--- config.mk ---
export PLATFORM = sky130hd
export DESIGN_NAME = koc_ctrl
export DESIGN_NICKNAME = d
export VERILOG_FILES = /design/src/sv/keyword_occurrence_counter_unit_defines.svh /design/src/sv/koc_pkg.sv /design/src/sv/koc_ctrl.sv
export SDC_FILE = /design/constraint.sdc
export NUM_CORES = 1
export LEC_CHECK = 0
export BUFFER_PORTS_ARGS = -buffer_cell sky130_fd_sc_hd__buf_2
export CORE_AREA = 2 2 39 41
export CTS_CLUSTER_DIAMETER = 150
export DETAILED_ROUTE_END_ITERATION = 10
export DIE_AREA = 0 0 41 43
export MAX_ROUTING_LAYER = met4
export PLACE_DENSITY = 0.75
export SYNTH_ARGS = -nofsm -noshare
export SYNTH_HDL_FRONTEND = slang
export SYNTH_SLANG_ARGS = --single-unit
export TNS_END_PERCENT = 1
--- constraint.sdc ---
create_clock -name clk -period 2.82 [get_ports clk]
set_clock_uncertainty 0.1 [all_clocks]
set_input_delay 0.141 -clock clk [delete_from_list [all_inputs] [get_ports clk]]
set_output_delay 0.141 -clock clk [all_outputs]
set_load 0.02 [all_outputs]
--- src/sv/keyword_occurrence_counter_unit_defines.svh ---
// Assertion macros for the keyword counter top file.
`ifndef KEYWORD_OCCURRENCE_COUNTER_UNIT_DEFINES_SVH
`define KEYWORD_OCCURRENCE_COUNTER_UNIT_DEFINES_SVH

// The consequent must hold in the same cycle as the antecedent.
`define KOC_ASSERT_IMPLY(lbl, ante, cons) \
  lbl: assert property (@(posedge clk) disable iff (rst) (ante) |-> (cons)) \
    else $error("keyword counter: same-cycle check failed");

// The consequent must hold in the cycle after the antecedent.
`define KOC_ASSERT_NEXT(lbl, ante, cons) \
  lbl: assert property (@(posedge clk) disable iff (rst) (ante) |=> (cons)) \
    else $error("keyword counter: next-cycle check failed");

`endif

--- src/sv/koc_pkg.sv ---
`default_nettype none
package koc_pkg;

  localparam int NUM_KEYS = 128;
  localparam int KEY_LEN  = 32;

  localparam int KIDX_W  = $clog2(NUM_KEYS);
  localparam int POS_W   = $clog2(KEY_LEN);
  localparam int WP_W    = $clog2(KEY_LEN + 1);
  localparam int KADDR_W = KIDX_W + POS_W;
  localparam int CNT_W   = 32;

  // Field widths on the ports.
  localparam int IDX_FW  = 7;
  localparam int CPOS_FW = 5;
  localparam int VAL_FW  = 8;
  localparam int KIND_FW = 3;
  localparam int IN_TW   = 24;
  localparam int OUT_TW  = 40;

  localparam logic [KIND_FW-1:0] KIND_KEY_WR = 3'd0;
  localparam logic [KIND_FW-1:0] KIND_TEXT   = 3'd1;
  localparam logic [KIND_FW-1:0] KIND_EOT    = 3'd2;
  localparam logic [KIND_FW-1:0] KIND_RD_CNT = 3'd3;
  localparam logic [KIND_FW-1:0] KIND_CLR    = 3'd4;

  typedef struct packed {
    logic accept;
    logic key_wr;
    logic clr_step;
    logic kill_all;
    logic restart;
    logic ctr_clr;
    logic key_rd;
    logic ltr_cmp;
    logic word_inc;
    logic ctr_rd;
    logic rd_item;
    logic cls_upd;
    logic k_clr;
    logic k_inc;
    logic out_ld;
  } koc_cmd_t;

  typedef struct packed {
    logic [KIND_FW-1:0] kind;
    logic               is_letter;
    logic               word_empty;
    logic               word_full;
    logic               last_key;
    logic               clr_last;
  } koc_sts_t;

  function automatic logic [7:0] fold_case(input logic [7:0] c);
    return (c > 8'd90) ? (c - 8'd32) : c;
  endfunction

endpackage
`default_nettype wire

--- src/sv/koc_ctrl.sv ---
`default_nettype none
module koc_ctrl
  import koc_pkg::*;
(
  input  wire logic     clk,
  input  wire logic     rst,
  input  wire logic     s_tvalid,
  output logic          s_tready,
  output logic          m_tvalid,
  input  wire logic     m_tready,
  input  wire koc_sts_t sts,
  output koc_cmd_t      cmd
);

  typedef enum logic [2:0] {
    S_CLEAR, S_IDLE, S_LTR_RD, S_LTR_CMP, S_CLS_RD, S_CLS_UPD, S_CNT_RD, S_OUT
  } state_t;

  state_t state, state_next;
  logic   acc;
  logic   out_full;

  assign s_tready = (state == S_IDLE);
  assign m_tvalid = out_full;
  assign acc      = s_tvalid && s_tready;

  // Command decode and next state.
  always_comb begin
    cmd        = '0;
    state_next = state;
    unique case (state)
      S_CLEAR: begin
        cmd.clr_step = 1'b1;
        if (sts.clr_last) begin
          state_next = S_IDLE;
        end
      end
      S_IDLE: begin
        if (acc) begin
          cmd.accept = 1'b1;
          cmd.k_clr  = 1'b1;
          case (sts.kind)
            KIND_KEY_WR: cmd.key_wr = 1'b1;
            KIND_TEXT: begin
              if (sts.is_letter) begin
                if (sts.word_full) begin
                  cmd.kill_all = 1'b1;
                end else begin
                  state_next = S_LTR_RD;
                end
              end else if (sts.word_empty) begin
                cmd.restart = 1'b1;
              end else begin
                state_next = S_CLS_RD;
              end
            end
            KIND_EOT: begin
              if (sts.word_empty) begin
                cmd.restart = 1'b1;
              end else begin
                state_next = S_CLS_RD;
              end
            end
            KIND_RD_CNT: state_next = S_CNT_RD;
            KIND_CLR:    cmd.ctr_clr = 1'b1;
            default: ;
          endcase
        end
      end
      S_LTR_RD: begin
        cmd.key_rd = 1'b1;
        state_next = S_LTR_CMP;
      end
      S_LTR_CMP: begin
        cmd.ltr_cmp = 1'b1;
        if (sts.last_key) begin
          cmd.word_inc = 1'b1;
          state_next   = S_IDLE;
        end else begin
          cmd.k_inc  = 1'b1;
          state_next = S_LTR_RD;
        end
      end
      S_CLS_RD: begin
        cmd.key_rd = 1'b1;
        cmd.ctr_rd = 1'b1;
        state_next = S_CLS_UPD;
      end
      S_CLS_UPD: begin
        cmd.cls_upd = 1'b1;
        if (sts.last_key) begin
          cmd.restart = 1'b1;
          state_next  = S_IDLE;
        end else begin
          cmd.k_inc  = 1'b1;
          state_next = S_CLS_RD;
        end
      end
      S_CNT_RD: begin
        cmd.ctr_rd  = 1'b1;
        cmd.rd_item = 1'b1;
        state_next  = S_OUT;
      end
      S_OUT: begin
        // Load the result register once it is empty or being drained.
        if (!out_full || m_tready) begin
          cmd.out_ld = 1'b1;
          state_next = S_IDLE;
        end
      end
      default: state_next = S_IDLE;
    endcase
  end

  always_ff @(posedge clk) begin
    if (rst) begin
      state    <= S_CLEAR;
      out_full <= 1'b0;
    end else begin
      state <= state_next;
      if (cmd.out_ld) begin
        out_full <= 1'b1;
      end else if (m_tready) begin
        out_full <= 1'b0;
      end
    end
  end

endmodule
`default_nettype wire

==> impl_metrics.env, run 1 <==
export IMPL_place_gp_congestion=0.700
export IMPL_hold_viol_final=0
export IMPL_die_h_um=43
export IMPL_dp_hpwl_um=970
export IMPL_numCtsBuffers=3
export IMPL_io_pin_count=29
export IMPL_path_clk_slew_ps=40
export IMPL_leakagePower_nw=0.317
export IMPL_drcViolationCount=0
export IMPL_final_nets=108
export IMPL_post_cts_resized=0
export IMPL_cts_root_buf="clkbuf_4"
export IMPL_cp_required_ps=2580
export IMPL_n_antenna_cell=0
export IMPL_max_slew_worst_pin_slew_ps=456
export IMPL_timing_slew_headroom_pct=69.5
export IMPL_startpoint="state[0]"
export IMPL_power_uw=182
export IMPL_ys_seq_area_share_pct=16.9
export IMPL_rsz0062_at_grt="false"
export IMPL_rows=14
export IMPL_grt_pass1_vias=441
export IMPL_drive_gt1_share_pct=36.2
export IMPL_clock_fmax_ghz=0.475
export IMPL_post_cts_buffers=0
export IMPL_grt_pass1_wl_um=1750
export IMPL_dr_pass1_iters=4
export IMPL_cts_max_path_buffers=2
export IMPL_vias=597
export IMPL_cp_arrival_ps=1860
export IMPL_drt_iter0_drc=13
export IMPL_die_w_um=41
export IMPL_area_growth_pct=34.0
export IMPL_wl_per_cell_um=11.3
export IMPL_synth_cell_area_um2=474
export IMPL_status="completed"
export IMPL_start_kind="flop"
export IMPL_ctsHtreeMaxLevel=1
export IMPL_antenna_found_initial=0
export IMPL_synthXorXnorAreaFrac_pct=1.85
export IMPL_io_buffers=28
export IMPL_cap_violations=0
export IMPL_synthCells=67
export IMPL_drtAntennaViolNets=0
export IMPL_cp_max_fo=15
export IMPL_ys_types=34
export IMPL_ys_seq_elements=4
export IMPL_tns_ps=0
export IMPL_hp_class="input port to flop"
export IMPL_routed_via_density=5.43
export IMPL_min_delay_start="rst"
export IMPL_setup_worst_path_end_class="output port"
export IMPL_clk_latency_ps=230
export IMPL_setup_viol=0
export IMPL_cellPowerDensity_nw_per_um2=287
export IMPL_final_max_slew_viol_count=0
export IMPL_finalCritPeriodShare_pct=74.6
export IMPL_synth_compound_area_share_pct=30.6
export IMPL_synth_warnings=0
export IMPL_synth_simple_gate_area_share_pct=44.6
export IMPL_ff2ff_path_depth=4
export IMPL_clock_sinks=4
export IMPL_muxShareOfSynthArea_pct=0
export IMPL_die_area_um2=1760
export IMPL_gr_total_overflow=0
export IMPL_peakVddDrop_uv=181
export IMPL_cts_hold_buf=0
export IMPL_synth_fa_ha_area_share_pct=0
export IMPL_start_util_pct=34.3
export IMPL_path_class="flop to output port"
export IMPL_synth_area_per_cell_um2=7.08
export IMPL_drt_wl_total_um=1250
export IMPL_reg2reg_from="state[0]"
export IMPL_cts_tree="built"
export IMPL_synth_nets=79
export IMPL_groute_usage_overall_pct=15.1
export IMPL_grt_start_max_net_pins=16
export IMPL_synth_top_family_by_area="simple AND/OR/NAND/NOR gates"
export IMPL_post_route_min_period_ps=2100
export IMPL_coreArea_um2=1380
export IMPL_holdPathStages=2
[routing by layer]
metal  global-route usage [%]  vias up  part of all wire [%]
li1                         -      304                     -
met1                     16.3      267                    45
met2                     23.4       22                    44
met3                     1.57        4                   8.2
met4                     12.0        0                   2.2
met5                        -        -                     0
[worst max-delay path, stage by stage, from the launching register on]
cell and delay [ps]:
dfxtp_1 550, nor3b_2 370, and2_1 230, nand2b_1 110
nor3_1 180, buf_2 190
[sequential cells by signal, indices dropped and copies added, names as in the netlist]
register	flops
m_tvalid	1
state	3
[area by class of cell]
class / instances / area [um^2]
multi-input cells: 57 / 365
inverters: 2 / 7.51
fillers: 151 / 748
well taps: 16 / 20.0
flip-flops and latches: 4 / 80.1
clock buffers: 3 / 22.5
repair buffers: 28 / 140
[stage by stage]
step	instances	area [um^2]	utilization (%)	setup slack, ps	hold WS, ps
after global routing	110	636	45.9	597	59.3
after floorplan	67	474	-	760	110
after global placement	107	613	44.3	1070	275
final	110	636	45.9	716	37.4
after detailed placement	107	613	44.3	965	282
after CTS	110	636	45.9	717	32.9
[cells by family after synthesis]
kind of cell,after synthesis
buffers and inverters,6
AO/OA/AOI/OAI,20
AND/OR/NAND/NOR,36
flip-flops,4
XOR/XNOR,1
[cell usage in the layout, fill, tap and decap left out, types with 2 or more instances in the layout]
cell type,instances
buf_2,28
nor2_1,6
nand2b_1,5
nor2b_1,4
nor3_1,4
a21oi_1,4
dfxtp_1,4
nand2_1,3
o21ai_0,3
nand3b_1,3
clkbuf_4,3
and2_1,2
and3b_1,2
and3_1,2
inv_1,2
a21boi_0,2
[report_power, final]
group | internal, mW | switching, mW
sequential | 0.0583 | 0.00448
clock | 0.0476 | 0.0231
combinational | 0.0219 | 0.0268
[synth_stat cells]
master | n | share of area [%]
buf_2 | 2 | 2.1
nor3b_2 | 1 | 2.6
clkbuf_1 | 1 | 0.79
or2_2 | 1 | 1.3
or3_1 | 1 | 1.3
o21ai_0 | 3 | 3.2
nor2_1 | 6 | 4.7
buf_4 | 1 | 1.6
o21ba_2 | 1 | 2.1
a211oi_1 | 1 | 1.6
a32oi_1 | 1 | 1.8
o22ai_1 | 1 | 1.3
and3b_1 | 2 | 3.7
a311o_1 | 1 | 2.1
nand3b_1 | 3 | 4.7
o2111ai_1 | 1 | 1.8
o2bb2ai_1 | 1 | 1.8
a21o_1 | 1 | 1.6
nor3_1 | 4 | 4.2
nand3_1 | 1 | 1.1
and2_1 | 2 | 2.6
o32ai_1 | 1 | 1.8
a21boi_0 | 2 | 3.2
inv_1 | 2 | 1.6
and3_1 | 2 | 2.6
o32a_1 | 1 | 2.1
nor4_1 | 1 | 1.3
nand2b_1 | 5 | 6.6
a211o_1 | 1 | 1.8
nor2b_1 | 4 | 5.3
dfxtp_1 | 4 | 17
nand2_1 | 3 | 2.4
a21oi_1 | 4 | 4.2
xnor2_1 | 1 | 1.8
[final timing paths]
check,endpoint,slack [ps]
setup reg to reg,state[0],1130
hold / removal,m_tvalid,40
hold reg to reg,m_tvalid,430
setup / recovery,cmd[11],720
No activity file was read; power rests on OpenSTA's default activity.
==> run 2: changes to the inputs <==
==> constraint.sdc (replaced) <==
create_clock -name clk -period 2.05 [get_ports clk]
set_clock_uncertainty 0.1 [all_clocks]
set_input_delay 0.1025 -clock clk [delete_from_list [all_inputs] [get_ports clk]]
set_output_delay 0.1025 -clock clk [all_outputs]
set_load 0.02 [all_outputs]
==> run 2 against run 1 <==
Against the previous run: worst setup slack lost 540 ps; largest power group unchanged; power grew 41%; core utilization grew 1.7 points.
==> impl_metrics.env, run 2 (synthesis gave the netlist of run 1 again) <==
export IMPL_grt_start_max_net_pins=16
export IMPL_setup_viol=0
export IMPL_top_register="state"
export IMPL_grt_pass1_vias=472
export IMPL_cts_max_path_buffers=2
export IMPL_vias=599
export IMPL_drt_wl_total_um=1260
export IMPL_die_w_um=41
export IMPL_coreArea_um2=1380
export IMPL_placed_cells=108
export IMPL_final_common_cell="buf_2"
export IMPL_finalCritPeriodShare_pct=91.3
export IMPL_timing_slew_headroom_pct=68.7
export IMPL_cellPowerDensity_nw_per_um2=389
export IMPL_post_route_min_period_ps=1870
export IMPL_placed_area_um2=621
export IMPL_routed_via_density=5.35
export IMPL_cts_tree="built"
export IMPL_hp_class="input port to flop"
export IMPL_cp_required_ps=1850
export IMPL_setup_worst_path_end_class="output port"
export IMPL_groute_usage_overall_pct=14.2
export IMPL_die_h_um=43
export IMPL_clock_fmax_ghz=0.534
export IMPL_design_area_um2=659
export IMPL_hold_viol_final=0
export IMPL_cap_violations=0
export IMPL_grt_pass1_wl_um=1710
export IMPL_leakagePower_nw=0.326
export IMPL_start_kind="flop"
export IMPL_rsz0062_at_grt="false"
export IMPL_gr_total_overflow=0
export IMPL_post_cts_buffers=0
export IMPL_fin_cells=112
export IMPL_cp_max_fo=15
export IMPL_drt_iter0_drc=9
export IMPL_status="completed"
export IMPL_fin_ws_ps=179
export IMPL_power_uw=257
export IMPL_drtAntennaViolNets=0
export IMPL_clk_latency_ps=230
export IMPL_max_slew_worst_pin_slew_ps=468
export IMPL_drive_gt1_share_pct=36.5
export IMPL_layout_common_cells="buf_2, nor2_1, nand2b_1"
export IMPL_dp_hpwl_um=992
export IMPL_place_gp_congestion=0.794
export IMPL_numCtsBuffers=3
export IMPL_ctsHtreeMaxLevel=1
export IMPL_path_class="flop to output port"
export IMPL_final_max_slew_viol_count=0
export IMPL_drcViolationCount=0
export IMPL_reg2reg_slack_ps=440
export IMPL_cp_arrival_ps=1670
export IMPL_wl_per_cell_um=11.2
export IMPL_start_util_pct=34.3
export IMPL_n_antenna_cell=0
export IMPL_final_nets=110
export IMPL_cts_root_buf="clkbuf_4"
export IMPL_post_place_ws_ps=394
export IMPL_io_buffers=28
export IMPL_peakVddDrop_uv=223
export IMPL_tns_ps=0
export IMPL_die_area_um2=1760
export IMPL_io_pin_count=29
export IMPL_antenna_found_initial=0
export IMPL_path_clk_slew_ps=40
export IMPL_clock_sinks=4
export IMPL_largest_reg_flops=3
export IMPL_area_growth_pct=39.0
export IMPL_dr_pass1_iters=4
export IMPL_rows=14
-- run 2: cell types whose count changed in the layout (fill, tap and decap cells not counted) --
| cell | delta |
|---|---|
| buf_4 | +1 |
| dlygate4sd3_1 | +1 |
| nor3b_4 | +1 |
| nor3b_2 | -1 |
-- run 2: what timing repair did --
item                       CTS  global route
hold buffers                 1             0
hold endpoints to repair     1             0
setup endpoints to repair    0             1
resized for setup            0             1
-- run 2: through the flow --
stage,hold slack [ps],util (%)
global route,143,47.6
CTS,103,47.2
finish,113,47.6
global placement,238,44.8
detailed placement,251,44.8
floorplan,71.6,-
-- run 2: final timing paths --
check            from  endpoint  depth (start not counted)
max reg2reg  state[2]  state[0]                          4
min reg2reg  m_tvalid  m_tvalid                          2
max          state[2]   cmd[11]                          5
min          m_tready  m_tvalid                          3
-- run 2: worst max-delay path: stages, from the launching register on --
cell	delay, ps
dfxtp_1	440
nor3b_4	310
and2_1	210
nand2b_1	100
nor3_1	180
buf_2	190
-- run 2: where the power goes --
part	switching, mW	total, mW	leakage (nW)	internal (mW)
Clock	0.0311	0.0965	0.0138	0.0654
Sequential	0.00219	0.0824	0.0325	0.0802
Combinational	0.0429	0.0777	0.280	0.0348
Total	0.0761	0.257	0.326	0.180
-- run 2: metal layers --
| metal | part of all wire, % | GRT usage (%) | routed length (um) | vias to the layer above |
|---|---|---|---|---|
| met5 | 0 | - | 0 | - |
| met4 | 0 | 6.00 | 0 | 0 |
| met3 | 5.8 | 1.57 | 73 | 0 |
| met2 | 49 | 25.0 | 612 | 20 |
| met1 | 46 | 14.8 | 573 | 272 |
| li1 | - | - | - | 307 |
-- run 2: area by class of cell --
class | count | area (um^2)
Clock buffer | 3 | 22.5
Sequential cell | 4 | 80.1
Fill cell | 150 | 724
Timing Repair Buffer | 30 | 158
Multi-Input combinational cell | 57 | 372
Tap cell | 16 | 20.0
Inverter | 2 | 7.51
